--- src/design/jdct_pkg.sv ---
// Package for the Julian day to calendar time converter.
// Holds widths, types, reciprocal constants and calendar tables; no dependencies.
`timescale 1ns / 1ps
`default_nettype none

package jdct_pkg;

    // Port and internal widths
    localparam int JDAY_W     = 30;
    localparam int MS_W       = 32;
    localparam int DAY_W      = 31;   // day number after the day carry
    localparam int TOD_W      = 27;   // milliseconds within one day
    localparam int CARRY_W    = 6;    // whole days in a 32-bit ms count (up to 49)
    localparam int SECS_W     = 17;   // seconds within one day
    localparam int MSEC_W     = 10;   // milliseconds within one second
    localparam int SIH_W      = 12;   // seconds within one hour
    localparam int SOM_W      = 6;    // seconds within one minute
    localparam int MONTH_W    = 4;
    localparam int DOM_W      = 5;
    localparam int YEAR_W     = 23;
    localparam int HOUR_W     = 5;
    localparam int MINUTE_W   = 6;
    localparam int SMS_W      = 16;

    typedef logic [DAY_W-1:0]  day_num_t;
    typedef logic [TOD_W-1:0]  tod_ms_t;
    typedef logic [SECS_W-1:0] secs_t;

    // Start of result strobe relative to the accepting edge
    localparam int PIPE_LATENCY = 9;

    // Day carry: ms / 86400000 = (ms >> 10) / 84375
    localparam logic [TOD_W-1:0] MS_PER_DAY   = 27'd86400000;
    localparam int               DAY_PRESHIFT = 10;
    localparam logic [16:0]      DAY_DIV      = 17'd84375;
    localparam int               DAY_RECIP_SH = 39;
    localparam int               DAY_RECIP_W  = 23;
    localparam logic [DAY_RECIP_W-1:0] DAY_RECIP =
        23'(((64'd1 << DAY_RECIP_SH) + 64'(DAY_DIV) - 64'd1) / 64'(DAY_DIV));
    localparam int DAY_PROD_W = (MS_W - DAY_PRESHIFT) + DAY_RECIP_W;

    // Seconds of day: tod / 1000 = (tod >> 3) / 125
    localparam logic [MSEC_W-1:0] MS_PER_SEC   = 10'd1000;
    localparam int                SEC_PRESHIFT = 3;
    localparam logic [6:0]        SEC_DIV      = 7'd125;
    localparam int                SEC_RECIP_SH = 31;
    localparam int                SEC_RECIP_W  = 25;
    localparam logic [SEC_RECIP_W-1:0] SEC_RECIP =
        25'(((64'd1 << SEC_RECIP_SH) + 64'(SEC_DIV) - 64'd1) / 64'(SEC_DIV));
    localparam int SEC_PROD_W = (TOD_W - SEC_PRESHIFT) + SEC_RECIP_W;

    // Hour: secs / 3600 = (secs >> 4) / 225
    localparam logic [SIH_W-1:0] SECS_PER_HOUR = 12'd3600;
    localparam int               HR_PRESHIFT   = 4;
    localparam logic [7:0]       HR_DIV        = 8'd225;
    localparam int               HR_RECIP_SH   = 21;
    localparam int               HR_RECIP_W    = 14;
    localparam logic [HR_RECIP_W-1:0] HR_RECIP =
        14'(((64'd1 << HR_RECIP_SH) + 64'(HR_DIV) - 64'd1) / 64'(HR_DIV));
    localparam int HR_PROD_W = (SECS_W - HR_PRESHIFT) + HR_RECIP_W;

    // Minute: sih / 60 = (sih >> 2) / 15
    localparam logic [SOM_W-1:0] SECS_PER_MIN = 6'd60;
    localparam int               MIN_PRESHIFT = 2;
    localparam logic [3:0]       MIN_DIV      = 4'd15;
    localparam int               MIN_RECIP_SH = 14;
    localparam int               MIN_RECIP_W  = 11;
    localparam logic [MIN_RECIP_W-1:0] MIN_RECIP =
        11'(((64'd1 << MIN_RECIP_SH) + 64'(MIN_DIV) - 64'd1) / 64'(MIN_DIV));
    localparam int MIN_PROD_W = (SIH_W - MIN_PRESHIFT) + MIN_RECIP_W;

    // Gregorian century correction: alpha = (4*(d - 1867216) - 1) / 146097
    localparam day_num_t     GREG_START    = 31'd2299161;
    localparam logic [32:0]  ALPHA_OFS     = 33'd7468865;   // 4*1867216 + 1
    localparam int           ALPHA_NUM_W   = 32;
    localparam logic [17:0]  ALPHA_DIV     = 18'd146097;
    localparam int           ALPHA_SH      = 50;
    localparam int           ALPHA_RECIP_W = 33;
    localparam logic [ALPHA_RECIP_W-1:0] ALPHA_RECIP =
        33'(((64'd1 << ALPHA_SH) + 64'(ALPHA_DIV) - 64'd1) / 64'(ALPHA_DIV));
    localparam int ALPHA_PROD_W = ALPHA_NUM_W + ALPHA_RECIP_W;
    localparam int ALPHA_W      = 15;

    // Year count: c = (20*b - 2442) / 7305 = (4*(b - 123) + 3) / 1461
    localparam day_num_t     B_OFS        = 31'd1524;
    localparam day_num_t     B_BACK       = 31'd123;
    localparam logic [10:0]  CYCLE_DAYS   = 11'd1461;
    localparam int           Q1_SH        = 42;
    localparam int           Q1_RECIP_W   = 32;
    localparam logic [Q1_RECIP_W-1:0] Q1_RECIP =
        32'(((64'd1 << Q1_SH) + 64'(CYCLE_DAYS) - 64'd1) / 64'(CYCLE_DAYS));
    localparam int Q1_PROD_W  = DAY_W + Q1_RECIP_W;
    localparam int Q1_W       = 21;
    localparam int R1_W       = 11;
    localparam int C_W        = 23;
    localparam int CD_W       = 32;
    localparam logic [8:0] DAYS_PER_YEAR = 9'd365;

    // Month index and day of month
    localparam int REM_W = 9;
    localparam int E_W   = 4;
    localparam int E_MAX = 15;
    // Smallest day remainder giving month index k: floor(30.6001*k) + 1
    localparam logic [REM_W-1:0] E_THRESH [1:E_MAX] = '{
        9'd31,  9'd62,  9'd92,  9'd123, 9'd154, 9'd184, 9'd215, 9'd245,
        9'd276, 9'd307, 9'd337, 9'd368, 9'd398, 9'd429, 9'd460
    };
    // floor(30.6001*e)
    localparam logic [REM_W-1:0] E_DAYS [16] = '{
        9'd0,   9'd30,  9'd61,  9'd91,  9'd122, 9'd153, 9'd183, 9'd214,
        9'd244, 9'd275, 9'd306, 9'd336, 9'd367, 9'd397, 9'd428, 9'd459
    };
    localparam logic [REM_W-1:0] REM_MIN = 9'd123;
    localparam logic [REM_W-1:0] REM_MAX = 9'd488;

    localparam logic [MONTH_W-1:0] MONTHS_PER_YEAR = 4'd12;
    localparam logic [MONTH_W-1:0] FEBRUARY        = 4'd2;
    localparam int                 YR_CALC_W       = 25;
    localparam logic [12:0]        YEAR_EPOCH      = 13'd4715;

endpackage

`default_nettype wire

--- src/design/jdct_day_split.sv ---
// Day carry front end: splits whole days out of the millisecond count.
// Depends on jdct_pkg.
`timescale 1ns / 1ps
`default_nettype none

module jdct_day_split
    import jdct_pkg::*;
(
    input  logic              clk,
    input  logic              rst_n,
    input  logic              in_valid,
    input  logic [JDAY_W-1:0] julian_day,
    input  logic [MS_W-1:0]   millis_of_day,
    output logic              out_valid,
    output day_num_t          day_num,
    output tod_ms_t           tod_ms
);

    logic [1:0]            vld_reg;
    logic [DAY_PROD_W-1:0] day_prod;
    logic [JDAY_W-1:0]     s1_jday_reg;
    logic [MS_W-1:0]       s1_ms_reg;
    logic [CARRY_W-1:0]    s1_carry_reg;
    logic [CARRY_W-1:0]    s1_carry_next;
    logic [MS_W-1:0]       carry_ms;
    day_num_t              s2_day_reg;
    day_num_t              s2_day_next;
    tod_ms_t               s2_tod_reg;
    tod_ms_t               s2_tod_next;

    // Whole days by reciprocal multiply, exact for every 22-bit operand
    assign day_prod = DAY_PROD_W'(millis_of_day[MS_W-1:DAY_PRESHIFT])
                    * DAY_PROD_W'(DAY_RECIP);
    assign s1_carry_next = day_prod[DAY_RECIP_SH +: CARRY_W];

    assign carry_ms    = MS_W'(s1_carry_reg) * MS_W'(MS_PER_DAY);
    assign s2_tod_next = TOD_W'(s1_ms_reg - carry_ms);
    assign s2_day_next = DAY_W'(s1_jday_reg) + DAY_W'(s1_carry_reg);

    always_ff @(posedge clk or negedge rst_n)
    begin
        if (!rst_n)
            vld_reg <= '0;
        else
            vld_reg <= {vld_reg[0], in_valid};
    end

    always_ff @(posedge clk)
    begin
        if (in_valid)
        begin
            s1_jday_reg  <= julian_day;
            s1_ms_reg    <= millis_of_day;
            s1_carry_reg <= s1_carry_next;
        end
        if (vld_reg[0])
        begin
            s2_day_reg <= s2_day_next;
            s2_tod_reg <= s2_tod_next;
        end
    end

    assign out_valid = vld_reg[1];
    assign day_num   = s2_day_reg;
    assign tod_ms    = s2_tod_reg;

    ap_tod_range: assert property (@(posedge clk) disable iff (!rst_n)
        out_valid |-> (tod_ms < MS_PER_DAY))
        else $error("day split left a full day in the time of day");

endmodule

`default_nettype wire

--- src/design/jdct_time.sv ---
// Time-of-day pipeline: hour, minute and milliseconds within the minute.
// Depends on jdct_pkg; fixed latency of seven register stages.
`timescale 1ns / 1ps
`default_nettype none

module jdct_time
    import jdct_pkg::*;
(
    input  logic                clk,
    input  logic                rst_n,
    input  logic                in_valid,
    input  tod_ms_t             tod_ms,
    output logic [HOUR_W-1:0]   hour,
    output logic [MINUTE_W-1:0] minute,
    output logic [SMS_W-1:0]    second_millis
);

    logic [5:0]            vld_reg;

    logic [SEC_PROD_W-1:0] secs_prod;
    tod_ms_t               t1_tod_reg;
    secs_t                 t1_secs_reg;
    secs_t                 t1_secs_next;

    logic [TOD_W-1:0]      sec_ms;
    logic [HR_PROD_W-1:0]  hr_prod;
    logic [MSEC_W-1:0]     t2_msec_reg;
    logic [MSEC_W-1:0]     t2_msec_next;
    secs_t                 t2_secs_reg;
    logic [HOUR_W-1:0]     t2_hour_reg;
    logic [HOUR_W-1:0]     t2_hour_next;

    logic [SECS_W-1:0]     hour_secs;
    logic [MSEC_W-1:0]     t3_msec_reg;
    logic [HOUR_W-1:0]     t3_hour_reg;
    logic [SIH_W-1:0]      t3_sih_reg;
    logic [SIH_W-1:0]      t3_sih_next;

    logic [MIN_PROD_W-1:0] min_prod;
    logic [MSEC_W-1:0]     t4_msec_reg;
    logic [HOUR_W-1:0]     t4_hour_reg;
    logic [SIH_W-1:0]      t4_sih_reg;
    logic [MINUTE_W-1:0]   t4_min_reg;
    logic [MINUTE_W-1:0]   t4_min_next;

    logic [SIH_W-1:0]      min_secs;
    logic [MSEC_W-1:0]     t5_msec_reg;
    logic [HOUR_W-1:0]     t5_hour_reg;
    logic [MINUTE_W-1:0]   t5_min_reg;
    logic [SOM_W-1:0]      t5_som_reg;
    logic [SOM_W-1:0]      t5_som_next;

    logic [HOUR_W-1:0]     t6_hour_reg;
    logic [MINUTE_W-1:0]   t6_min_reg;
    logic [SMS_W-1:0]      t6_sms_reg;
    logic [SMS_W-1:0]      t6_sms_next;

    logic [HOUR_W-1:0]     hour_reg;
    logic [MINUTE_W-1:0]   minute_reg;
    logic [SMS_W-1:0]      sms_reg;

    assign secs_prod    = SEC_PROD_W'(tod_ms[TOD_W-1:SEC_PRESHIFT]) * SEC_PROD_W'(SEC_RECIP);
    assign t1_secs_next = secs_prod[SEC_RECIP_SH +: SECS_W];

    assign sec_ms       = TOD_W'(t1_secs_reg) * TOD_W'(MS_PER_SEC);
    assign t2_msec_next = MSEC_W'(t1_tod_reg - sec_ms);
    assign hr_prod      = HR_PROD_W'(t1_secs_reg[SECS_W-1:HR_PRESHIFT]) * HR_PROD_W'(HR_RECIP);
    assign t2_hour_next = hr_prod[HR_RECIP_SH +: HOUR_W];

    assign hour_secs    = SECS_W'(t2_hour_reg) * SECS_W'(SECS_PER_HOUR);
    assign t3_sih_next  = SIH_W'(t2_secs_reg - hour_secs);

    assign min_prod     = MIN_PROD_W'(t3_sih_reg[SIH_W-1:MIN_PRESHIFT]) * MIN_PROD_W'(MIN_RECIP);
    assign t4_min_next  = min_prod[MIN_RECIP_SH +: MINUTE_W];

    assign min_secs     = SIH_W'(t4_min_reg) * SIH_W'(SECS_PER_MIN);
    assign t5_som_next  = SOM_W'(t4_sih_reg - min_secs);

    assign t6_sms_next  = SMS_W'(SMS_W'(t5_som_reg) * SMS_W'(MS_PER_SEC) + SMS_W'(t5_msec_reg));

    always_ff @(posedge clk or negedge rst_n)
    begin
        if (!rst_n)
            vld_reg <= '0;
        else
            vld_reg <= {vld_reg[4:0], in_valid};
    end

    always_ff @(posedge clk)
    begin
        if (in_valid)
        begin
            t1_tod_reg  <= tod_ms;
            t1_secs_reg <= t1_secs_next;
        end
        if (vld_reg[0])
        begin
            t2_msec_reg <= t2_msec_next;
            t2_secs_reg <= t1_secs_reg;
            t2_hour_reg <= t2_hour_next;
        end
        if (vld_reg[1])
        begin
            t3_msec_reg <= t2_msec_reg;
            t3_hour_reg <= t2_hour_reg;
            t3_sih_reg  <= t3_sih_next;
        end
        if (vld_reg[2])
        begin
            t4_msec_reg <= t3_msec_reg;
            t4_hour_reg <= t3_hour_reg;
            t4_sih_reg  <= t3_sih_reg;
            t4_min_reg  <= t4_min_next;
        end
        if (vld_reg[3])
        begin
            t5_msec_reg <= t4_msec_reg;
            t5_hour_reg <= t4_hour_reg;
            t5_min_reg  <= t4_min_reg;
            t5_som_reg  <= t5_som_next;
        end
        if (vld_reg[4])
        begin
            t6_hour_reg <= t5_hour_reg;
            t6_min_reg  <= t5_min_reg;
            t6_sms_reg  <= t6_sms_next;
        end
        if (vld_reg[5])
        begin
            hour_reg   <= t6_hour_reg;
            minute_reg <= t6_min_reg;
            sms_reg    <= t6_sms_reg;
        end
    end

    assign hour          = hour_reg;
    assign minute        = minute_reg;
    assign second_millis = sms_reg;

    ap_time_range: assert property (@(posedge clk) disable iff (!rst_n)
        vld_reg[5] |=> (hour < 5'd24 && minute < 6'd60 && second_millis < 16'd60000))
        else $error("time of day field out of range");

endmodule

`default_nettype wire

--- src/design/jdct_date.sv ---
// Date pipeline: Gregorian correction and day-to-date conversion.
// Depends on jdct_pkg; fixed latency of seven register stages.
`timescale 1ns / 1ps
`default_nettype none

module jdct_date
    import jdct_pkg::*;
(
    input  logic               clk,
    input  logic               rst_n,
    input  logic               in_valid,
    input  day_num_t           day_num,
    output logic               out_valid,
    output logic [MONTH_W-1:0] month,
    output logic [DOM_W-1:0]   day_of_month,
    output logic [YEAR_W-1:0]  year
);

    logic [6:0]              vld_reg;

    // stage 1: century correction term
    logic [ALPHA_NUM_W-1:0]  alpha_num;
    logic [ALPHA_PROD_W-1:0] alpha_prod;
    day_num_t                d1_day_reg;
    logic [ALPHA_W-1:0]      d1_alpha_reg;
    logic [ALPHA_W-1:0]      d1_alpha_next;
    logic                    d1_greg_reg;
    logic                    d1_greg_next;

    // stage 2: shifted day count
    day_num_t                greg_day;
    day_num_t                d2_bp_reg;
    day_num_t                d2_bp_next;

    // stage 3: four-year cycles
    logic [Q1_PROD_W-1:0]    q1_prod;
    day_num_t                d3_bp_reg;
    logic [Q1_W-1:0]         d3_q1_reg;
    logic [Q1_W-1:0]         d3_q1_next;

    // stage 4: days left in the cycle
    day_num_t                q1_days;
    day_num_t                d4_bp_reg;
    logic [Q1_W-1:0]         d4_q1_reg;
    logic [R1_W-1:0]         d4_r1_reg;
    logic [R1_W-1:0]         d4_r1_next;

    // stage 5: year count
    logic [R1_W+1:0]         cyc_num;
    logic [2:0]              cyc_years;
    day_num_t                d5_b_reg;
    day_num_t                d5_b_next;
    logic [C_W-1:0]          d5_c_reg;
    logic [C_W-1:0]          d5_c_next;

    // stage 6: days into the March-based year
    logic [CD_W-1:0]         c_days;
    logic [C_W-1:0]          d6_c_reg;
    logic [REM_W-1:0]        d6_rem_reg;
    logic [REM_W-1:0]        d6_rem_next;

    // stage 7: month, day and year
    logic [E_MAX+1:1]        e_ge;
    logic [E_W-1:0]          e_idx;
    logic [MONTH_W-1:0]      mon_raw;
    logic [MONTH_W-1:0]      month_next;
    logic [DOM_W-1:0]        dom_next;
    logic signed [YR_CALC_W-1:0] yr_calc;
    logic [YEAR_W-1:0]       year_next;
    logic [MONTH_W-1:0]      month_reg;
    logic [DOM_W-1:0]        dom_reg;
    logic [YEAR_W-1:0]       year_reg;

    assign alpha_num     = ALPHA_NUM_W'({day_num, 2'b00} - ALPHA_OFS);
    assign alpha_prod    = ALPHA_PROD_W'(alpha_num) * ALPHA_PROD_W'(ALPHA_RECIP);
    assign d1_alpha_next = alpha_prod[ALPHA_SH +: ALPHA_W];
    assign d1_greg_next  = (day_num >= GREG_START);

    assign greg_day   = d1_day_reg + DAY_W'(1) + DAY_W'(d1_alpha_reg)
                      - DAY_W'(d1_alpha_reg >> 2);
    assign d2_bp_next = (d1_greg_reg ? greg_day : d1_day_reg) + (B_OFS - B_BACK);

    assign q1_prod    = Q1_PROD_W'(d2_bp_reg) * Q1_PROD_W'(Q1_RECIP);
    assign d3_q1_next = q1_prod[Q1_SH +: Q1_W];

    assign q1_days    = DAY_W'(d3_q1_reg) * DAY_W'(CYCLE_DAYS);
    assign d4_r1_next = R1_W'(d3_bp_reg - q1_days);

    // Whole years left in the cycle: floor((4*r1 + 3) / 1461), 0 to 3
    assign cyc_num = {d4_r1_reg, 2'b11};
    always_comb
    begin
        cyc_years = '0;
        for (int k = 1; k <= 4; k++)
        begin
            if (cyc_num >= (R1_W+2)'(k * CYCLE_DAYS))
                cyc_years = cyc_years + 3'd1;
        end
    end
    assign d5_c_next = C_W'({d4_q1_reg, 2'b00}) + C_W'(cyc_years);
    assign d5_b_next = d4_bp_reg + B_BACK;

    assign c_days      = CD_W'(d5_c_reg) * CD_W'(DAYS_PER_YEAR) + CD_W'(d5_c_reg >> 2);
    assign d6_rem_next = REM_W'(CD_W'(d5_b_reg) - c_days);

    // Month index from the thermometer of threshold compares
    always_comb
    begin
        e_ge[E_MAX+1] = 1'b0;
        for (int k = 1; k <= E_MAX; k++)
            e_ge[k] = (d6_rem_reg >= E_THRESH[k]);
        e_idx = '0;
        for (int k = 1; k <= E_MAX; k++)
        begin
            if (e_ge[k] && !e_ge[k+1])
                e_idx = e_idx | E_W'(k);
        end
    end

    always_comb
    begin
        dom_next = DOM_W'(d6_rem_reg - E_DAYS[e_idx]);
        mon_raw  = e_idx - MONTH_W'(1);
        if (mon_raw > MONTHS_PER_YEAR)
            month_next = mon_raw - MONTHS_PER_YEAR;
        else
            month_next = mon_raw;
        yr_calc = $signed({2'b00, d6_c_reg}) - $signed(YR_CALC_W'(YEAR_EPOCH));
        if (month_next > FEBRUARY)
            yr_calc = yr_calc - YR_CALC_W'(1);
        // no year zero
        if (yr_calc <= 0)
            yr_calc = yr_calc - YR_CALC_W'(1);
        year_next = YEAR_W'(yr_calc);
    end

    always_ff @(posedge clk or negedge rst_n)
    begin
        if (!rst_n)
            vld_reg <= '0;
        else
            vld_reg <= {vld_reg[5:0], in_valid};
    end

    always_ff @(posedge clk)
    begin
        if (in_valid)
        begin
            d1_day_reg   <= day_num;
            d1_alpha_reg <= d1_alpha_next;
            d1_greg_reg  <= d1_greg_next;
        end
        if (vld_reg[0])
            d2_bp_reg <= d2_bp_next;
        if (vld_reg[1])
        begin
            d3_bp_reg <= d2_bp_reg;
            d3_q1_reg <= d3_q1_next;
        end
        if (vld_reg[2])
        begin
            d4_bp_reg <= d3_bp_reg;
            d4_q1_reg <= d3_q1_reg;
            d4_r1_reg <= d4_r1_next;
        end
        if (vld_reg[3])
        begin
            d5_b_reg <= d5_b_next;
            d5_c_reg <= d5_c_next;
        end
        if (vld_reg[4])
        begin
            d6_c_reg   <= d5_c_reg;
            d6_rem_reg <= d6_rem_next;
        end
        if (vld_reg[5])
        begin
            month_reg <= month_next;
            dom_reg   <= dom_next;
            year_reg  <= year_next;
        end
    end

    assign out_valid    = vld_reg[6];
    assign month        = month_reg;
    assign day_of_month = dom_reg;
    assign year         = year_reg;

    ap_rem_range: assert property (@(posedge clk) disable iff (!rst_n)
        vld_reg[5] |-> (d6_rem_reg >= REM_MIN && d6_rem_reg <= REM_MAX))
        else $error("day remainder outside the March-based year");

    ap_date_range: assert property (@(posedge clk) disable iff (!rst_n)
        out_valid |-> (month != '0 && month <= MONTHS_PER_YEAR && day_of_month != '0))
        else $error("calendar date field out of range");

endmodule

`default_nettype wire

--- src/design/julian_day_to_calendar_time.sv ---
// Julian day number and millisecond-of-day to calendar date and time of day.
// done pulses once the transaction has passed the day split and the date pipeline.
// Throughput: one transaction per cycle; busy stays low, no back-pressure.
// Quotients come from reciprocal multiplies, each held in its own stage, or from threshold compares.
// Reset clears the stage valid bits only; no result is issued after reset.
// Depends on jdct_pkg, jdct_day_split, jdct_time and jdct_date.
`timescale 1ns / 1ps
`default_nettype none

module julian_day_to_calendar_time
    import jdct_pkg::*;
(
    input  logic                clk,
    input  logic                rst_n,
    input  logic                start,
    output logic                busy,
    input  logic [JDAY_W-1:0]   julian_day,
    input  logic [MS_W-1:0]     millis_of_day,
    output logic                done,
    output logic [MONTH_W-1:0]  month,
    output logic [DOM_W-1:0]    day_of_month,
    output logic signed [YEAR_W-1:0] year,
    output logic [HOUR_W-1:0]   hour,
    output logic [MINUTE_W-1:0] minute,
    output logic [SMS_W-1:0]    second_millis
);

    logic              accept;
    logic              split_valid;
    day_num_t          split_day;
    tod_ms_t           split_tod;
    logic [YEAR_W-1:0] year_bits;

    // The pipeline advances every cycle, so a transaction is always taken.
    assign busy   = 1'b0;
    assign accept = start && !busy;

    // Stages 1-2: carry whole days out of the millisecond count.
    jdct_day_split u_split (
        .clk           (clk),
        .rst_n         (rst_n),
        .in_valid      (accept),
        .julian_day    (julian_day),
        .millis_of_day (millis_of_day),
        .out_valid     (split_valid),
        .day_num       (split_day),
        .tod_ms        (split_tod)
    );

    // Stages 3-9: date and time run side by side with equal latency,
    // so the date valid bit marks both halves of the result.
    jdct_date u_date (
        .clk          (clk),
        .rst_n        (rst_n),
        .in_valid     (split_valid),
        .day_num      (split_day),
        .out_valid    (done),
        .month        (month),
        .day_of_month (day_of_month),
        .year         (year_bits)
    );

    jdct_time u_time (
        .clk           (clk),
        .rst_n         (rst_n),
        .in_valid      (split_valid),
        .tod_ms        (split_tod),
        .hour          (hour),
        .minute        (minute),
        .second_millis (second_millis)
    );

    assign year = $signed(year_bits);

    // Every accepted transaction yields exactly one strobe.
    ap_strobe_follows: assert property (@(posedge clk) disable iff (!rst_n)
        accept |-> ##PIPE_LATENCY done)
        else $error("result strobe missing for an accepted transaction");

    ap_strobe_cause: assert property (@(posedge clk) disable iff (!rst_n)
        done |-> $past(accept, PIPE_LATENCY))
        else $error("result strobe without an accepted transaction");

endmodule

`default_nettype wire

--- config.mk ---
export PLATFORM = sky130hd
export DESIGN_NAME = julian_day_to_calendar_time
export DESIGN_NICKNAME = d
export VERILOG_FILES = /design/src/design/jdct_pkg.sv /design/src/design/jdct_day_split.sv /design/src/design/jdct_time.sv /design/src/design/jdct_date.sv /design/src/design/julian_day_to_calendar_time.sv
export SDC_FILE = /design/constraint.sdc
export NUM_CORES = 2
export LEC_CHECK = 0
export BUFFER_PORTS_ARGS = -buffer_cell sky130_fd_sc_hd__buf_4
export CELL_PAD_IN_SITES_DETAIL_PLACEMENT = 0
export CELL_PAD_IN_SITES_GLOBAL_PLACEMENT = 1
export CORE_ASPECT_RATIO = 1.2
export CORE_UTILIZATION = 25
export DETAILED_ROUTE_END_ITERATION = 6
export GPL_TIMING_DRIVEN = 0
export HOLD_SLACK_MARGIN = 0.03
export PLACE_DENSITY = 0.44
export SYNTH_ARGS = -nofsm -noshare
export SYNTH_HDL_FRONTEND = slang
export SYNTH_HIERARCHICAL = 1
export SYNTH_SLANG_ARGS = --single-unit
--- constraint.sdc ---
create_clock -name clk -period 22.2 [get_ports clk]
set_clock_uncertainty 0.05 [all_clocks]
set_input_delay 3.33 -clock clk [delete_from_list [all_inputs] [get_ports clk]]
set_output_delay 3.33 -clock clk [all_outputs]
set_load 0.01 [all_outputs]
==> results.toml <==
[outcome]
status = "finished, final reports clean"

[worst_setup_path]
cp-start-kind = "flip-flop"
cp-startpoint = "u_split/day_num[0]$_DFFE_PP_"
cp.depth = 35
worstSetupPathType = "flip-flop to flip-flop"
crit_arrival_ns = 14.24
crit_end = "u_date/d1_alpha_reg[13]$_DFFE_PP_"
worstPathRequired_ns = 22.56
cp_common_cell = "fa_1"
reg2reg_slack_ns = 8.32
worst_path_dominant_cell_family = "adder cells"
endpoint_kind = "flip-flop"
rr_worst_depth = 35
r2r_end = "u_date/d1_alpha_reg[13]$_DFFE_PP_"
cp_num_buf_inv = 7
path_max_fanout = 10
r2r-start = "u_split/day_num[0]$_DFFE_PP_"
cp_slowest_cell = "nor3_1"
critPathMaxStageDelay_ns = 1.02

[sta]
setup_tns_ns = 0
hold_ws_ns = 0.3632
post-route-period-util = 0.6252
fmax_mhz = 72.05
max_slew_margin = 0.1430
period_needed_ns = 13.88
rsz0062_at_grt = "no"
slew_violations = 0
finalSetupViolCount = 0
tightestPinTransition_ns = 1.276
hold_viol = 0

[global_route]
grt_pass1_vias = 60173
antenna_found_initial = 6
track_usage = 0.1434
grt_overflow = 0
grt_max_degree = 65
grt_first_pass_wirelength_um = 372500

[yosys]
yosysMostFrequentCell = "inv_1"
async_flop_share = 0.02622
yosysWarnings = 6
synth_cell_types = 113
synth-seq-area-share = 0.2005
synth_nets = 10825
netlist_instances = 7892
synthFlopType = "edfxtp_1"
syn_area_um2 = 85310
netlist.area_leader.share = 0.3018
synth_common_cells = "inv_1 (2223), ha_1 (1582), fa_1 (1286), edfxtp_1 (557), xnor2_1 (265)"
synth_largest_area_cell = "fa_1"
avgSynthCellArea_um2 = 10.81
ys_ff_latch = 572
synth-edff-count = 557
synth_area_leaders = "fa_1 (30%), ha_1 (23%), edfxtp_1 (20%), inv_1 (9.8%), xnor2_1 (2.7%)"

[route]
firstDrtPassIters = 5
detail-route-antenna-nets = 0
dr_total_vias = 53358
wl_per_cell_um = 19.08
drt_iter0_drc = 1855
drc = 0
totalWireLength_um = 241300
routed_via_density = 4.218

[clock_network]
clockRootBuffer = "clkbuf_16"
cts.htree.levels = 3
cts_inserted_buffers = 76
cts_hold_repair.buffers = 0
clock_sink_count = 572
cts_buffer_depth = 3
cts-resized-gates = 0
cts_tree = "yes"
cts_setup_buffers = 0
clock_latency_ns = 0.69
cts.reportedPaths.clkPinSlew_ns = 0.06

[floorplan]
die-area_um2 = 343600
coreArea_um2 = 339000
die_x_um = 535.3
die_y_um = 641.9
initial_utilization = 0.2516
io_pins = 126
rows = 234

[job]
cap_violations = 0

[layout]
drive_above_1_share = 0.04362
n_fill_cell = 35754
nets = 11035
area.growth.synth_to_final_pct = 11.10

[place]
io_buffers = 124
dp_hpwl_um = 211200
place_congestion = 0.8589

[worst_hold_path]
min-delay-path-class = "flip-flop to flip-flop"
-- layer usage --
layer | vias up | track usage | share of wire
li1 | 25869 | - | -
met1 | 26642 | 0.1744 | 0.42
met3 | 234 | 0.01136 | 0.020
met5 | - | 0 | 0.000054
met4 | 2 | 0.03490 | 0.026
met2 | 611 | 0.2696 | 0.53
-- per-stage QoR --
step,instance area (um^2),utilization,setup slack [ns],std cells
2_1_floorplan,85310,-,11.74,7892
3_3_place_gp,91860,0.2709,6.026,12500
3_5_place_dp,92020,0.2714,8.200,12508
4_1_cts,94770,0.2795,8.108,12646
5_1_grt,94780,0.2796,7.622,12646
6_report,94790,0.2796,8.321,12649
-- area by class of cell --
class	instances	area, um^2	area share
inverter	2223	8344	0.08803
buffer	52	226.5	0.002389
sequential	572	17120	0.1806
clock buffer	93	2016	0.02127
clock inverter	45	739.5	0.007801
tap	4484	5610	0.05919
multi-input combinational	5045	59680	0.6296
timing repair buffer	132	1049	0.01106
antenna	3	7.507	0.00007920
-- worst min path at each step --
stage / from / end / slack (ns) / cells past startpoint
3_3_place_gp: u_date/d3_q1_reg[11]$_DFFE_PP_ / u_date/d4_q1_reg[11]$_DFFE_PP_ / 0.35 / 0
6_report: u_time/t5_hour_reg[1]$_DFFE_PP_ / u_time/t6_hour_reg[1]$_DFFE_PP_ / 0.36 / 0
5_1_grt: u_date/d5_c_reg[12]$_DFFE_PP_ / u_date/d6_c_reg[12]$_DFFE_PP_ / 0.37 / 0
2_1_floorplan: u_date/d3_q1_reg[11]$_DFFE_PP_ / u_date/d4_q1_reg[11]$_DFFE_PP_ / 0.35 / 0
3_5_place_dp: u_date/d3_q1_reg[12]$_DFFE_PP_ / u_date/d4_q1_reg[12]$_DFFE_PP_ / 0.35 / 0
4_1_cts: u_date/d5_c_reg[19]$_DFFE_PP_ / u_date/d6_c_reg[19]$_DFFE_PP_ / 0.35 / 0
-- cell families after synthesis --
| kind of cell | after synthesis | share of synthesized area |
|---|---|---|
| AOI/OAI and AO/OA | 913 | 0.07185 |
| xor gates and xnor gates | 383 | 0.03948 |
| adders and majority gates | 2868 | 0.5338 |
| buffers and inverters | 2275 | 0.1005 |
| DFF | 572 | 0.2005 |
| muxes | 19 | 0.002302 |
| other | 1 | 0.00004396 |
| and+or+nand+nor | 861 | 0.05164 |
-- placed cells by master (no fill, tap or decap), types with 16 or more instances in the layout --
cell type / Yosys / routed
clkbuf_16: 0 / 76
edfxtp_1: 557 / 557
nand2b_1: 46 / 46
or2_2: 22 / 22
o21ai_0: 150 / 150
o21bai_1: 32 / 32
a31oi_1: 34 / 34
or3_1: 22 / 22
nand2_1: 211 / 211
xnor2_1: 265 / 263
nor2b_1: 46 / 46
and3_1: 28 / 28
nand4_1: 39 / 39
a21o_1: 124 / 124
ha_1: 1582 / 1582
xor2_1: 117 / 116
a211oi_1: 32 / 32
o21a_1: 28 / 28
nand3_1: 74 / 74
and2_1: 17 / 17
nor3_1: 65 / 65
fa_1: 1286 / 1286
a21oi_1: 248 / 248
o211ai_1: 29 / 29
inv_1: 2223 / 2223
clkbuf_1: 34 / 46
nor2_1: 197 / 197
a21boi_0: 17 / 17
nor4_1: 16 / 16
buf_4: 2 / 128
Power is left out: the tool's default activity adds up to more than one toggle a clock period on the data nets, which glitch-free logic cannot reach.
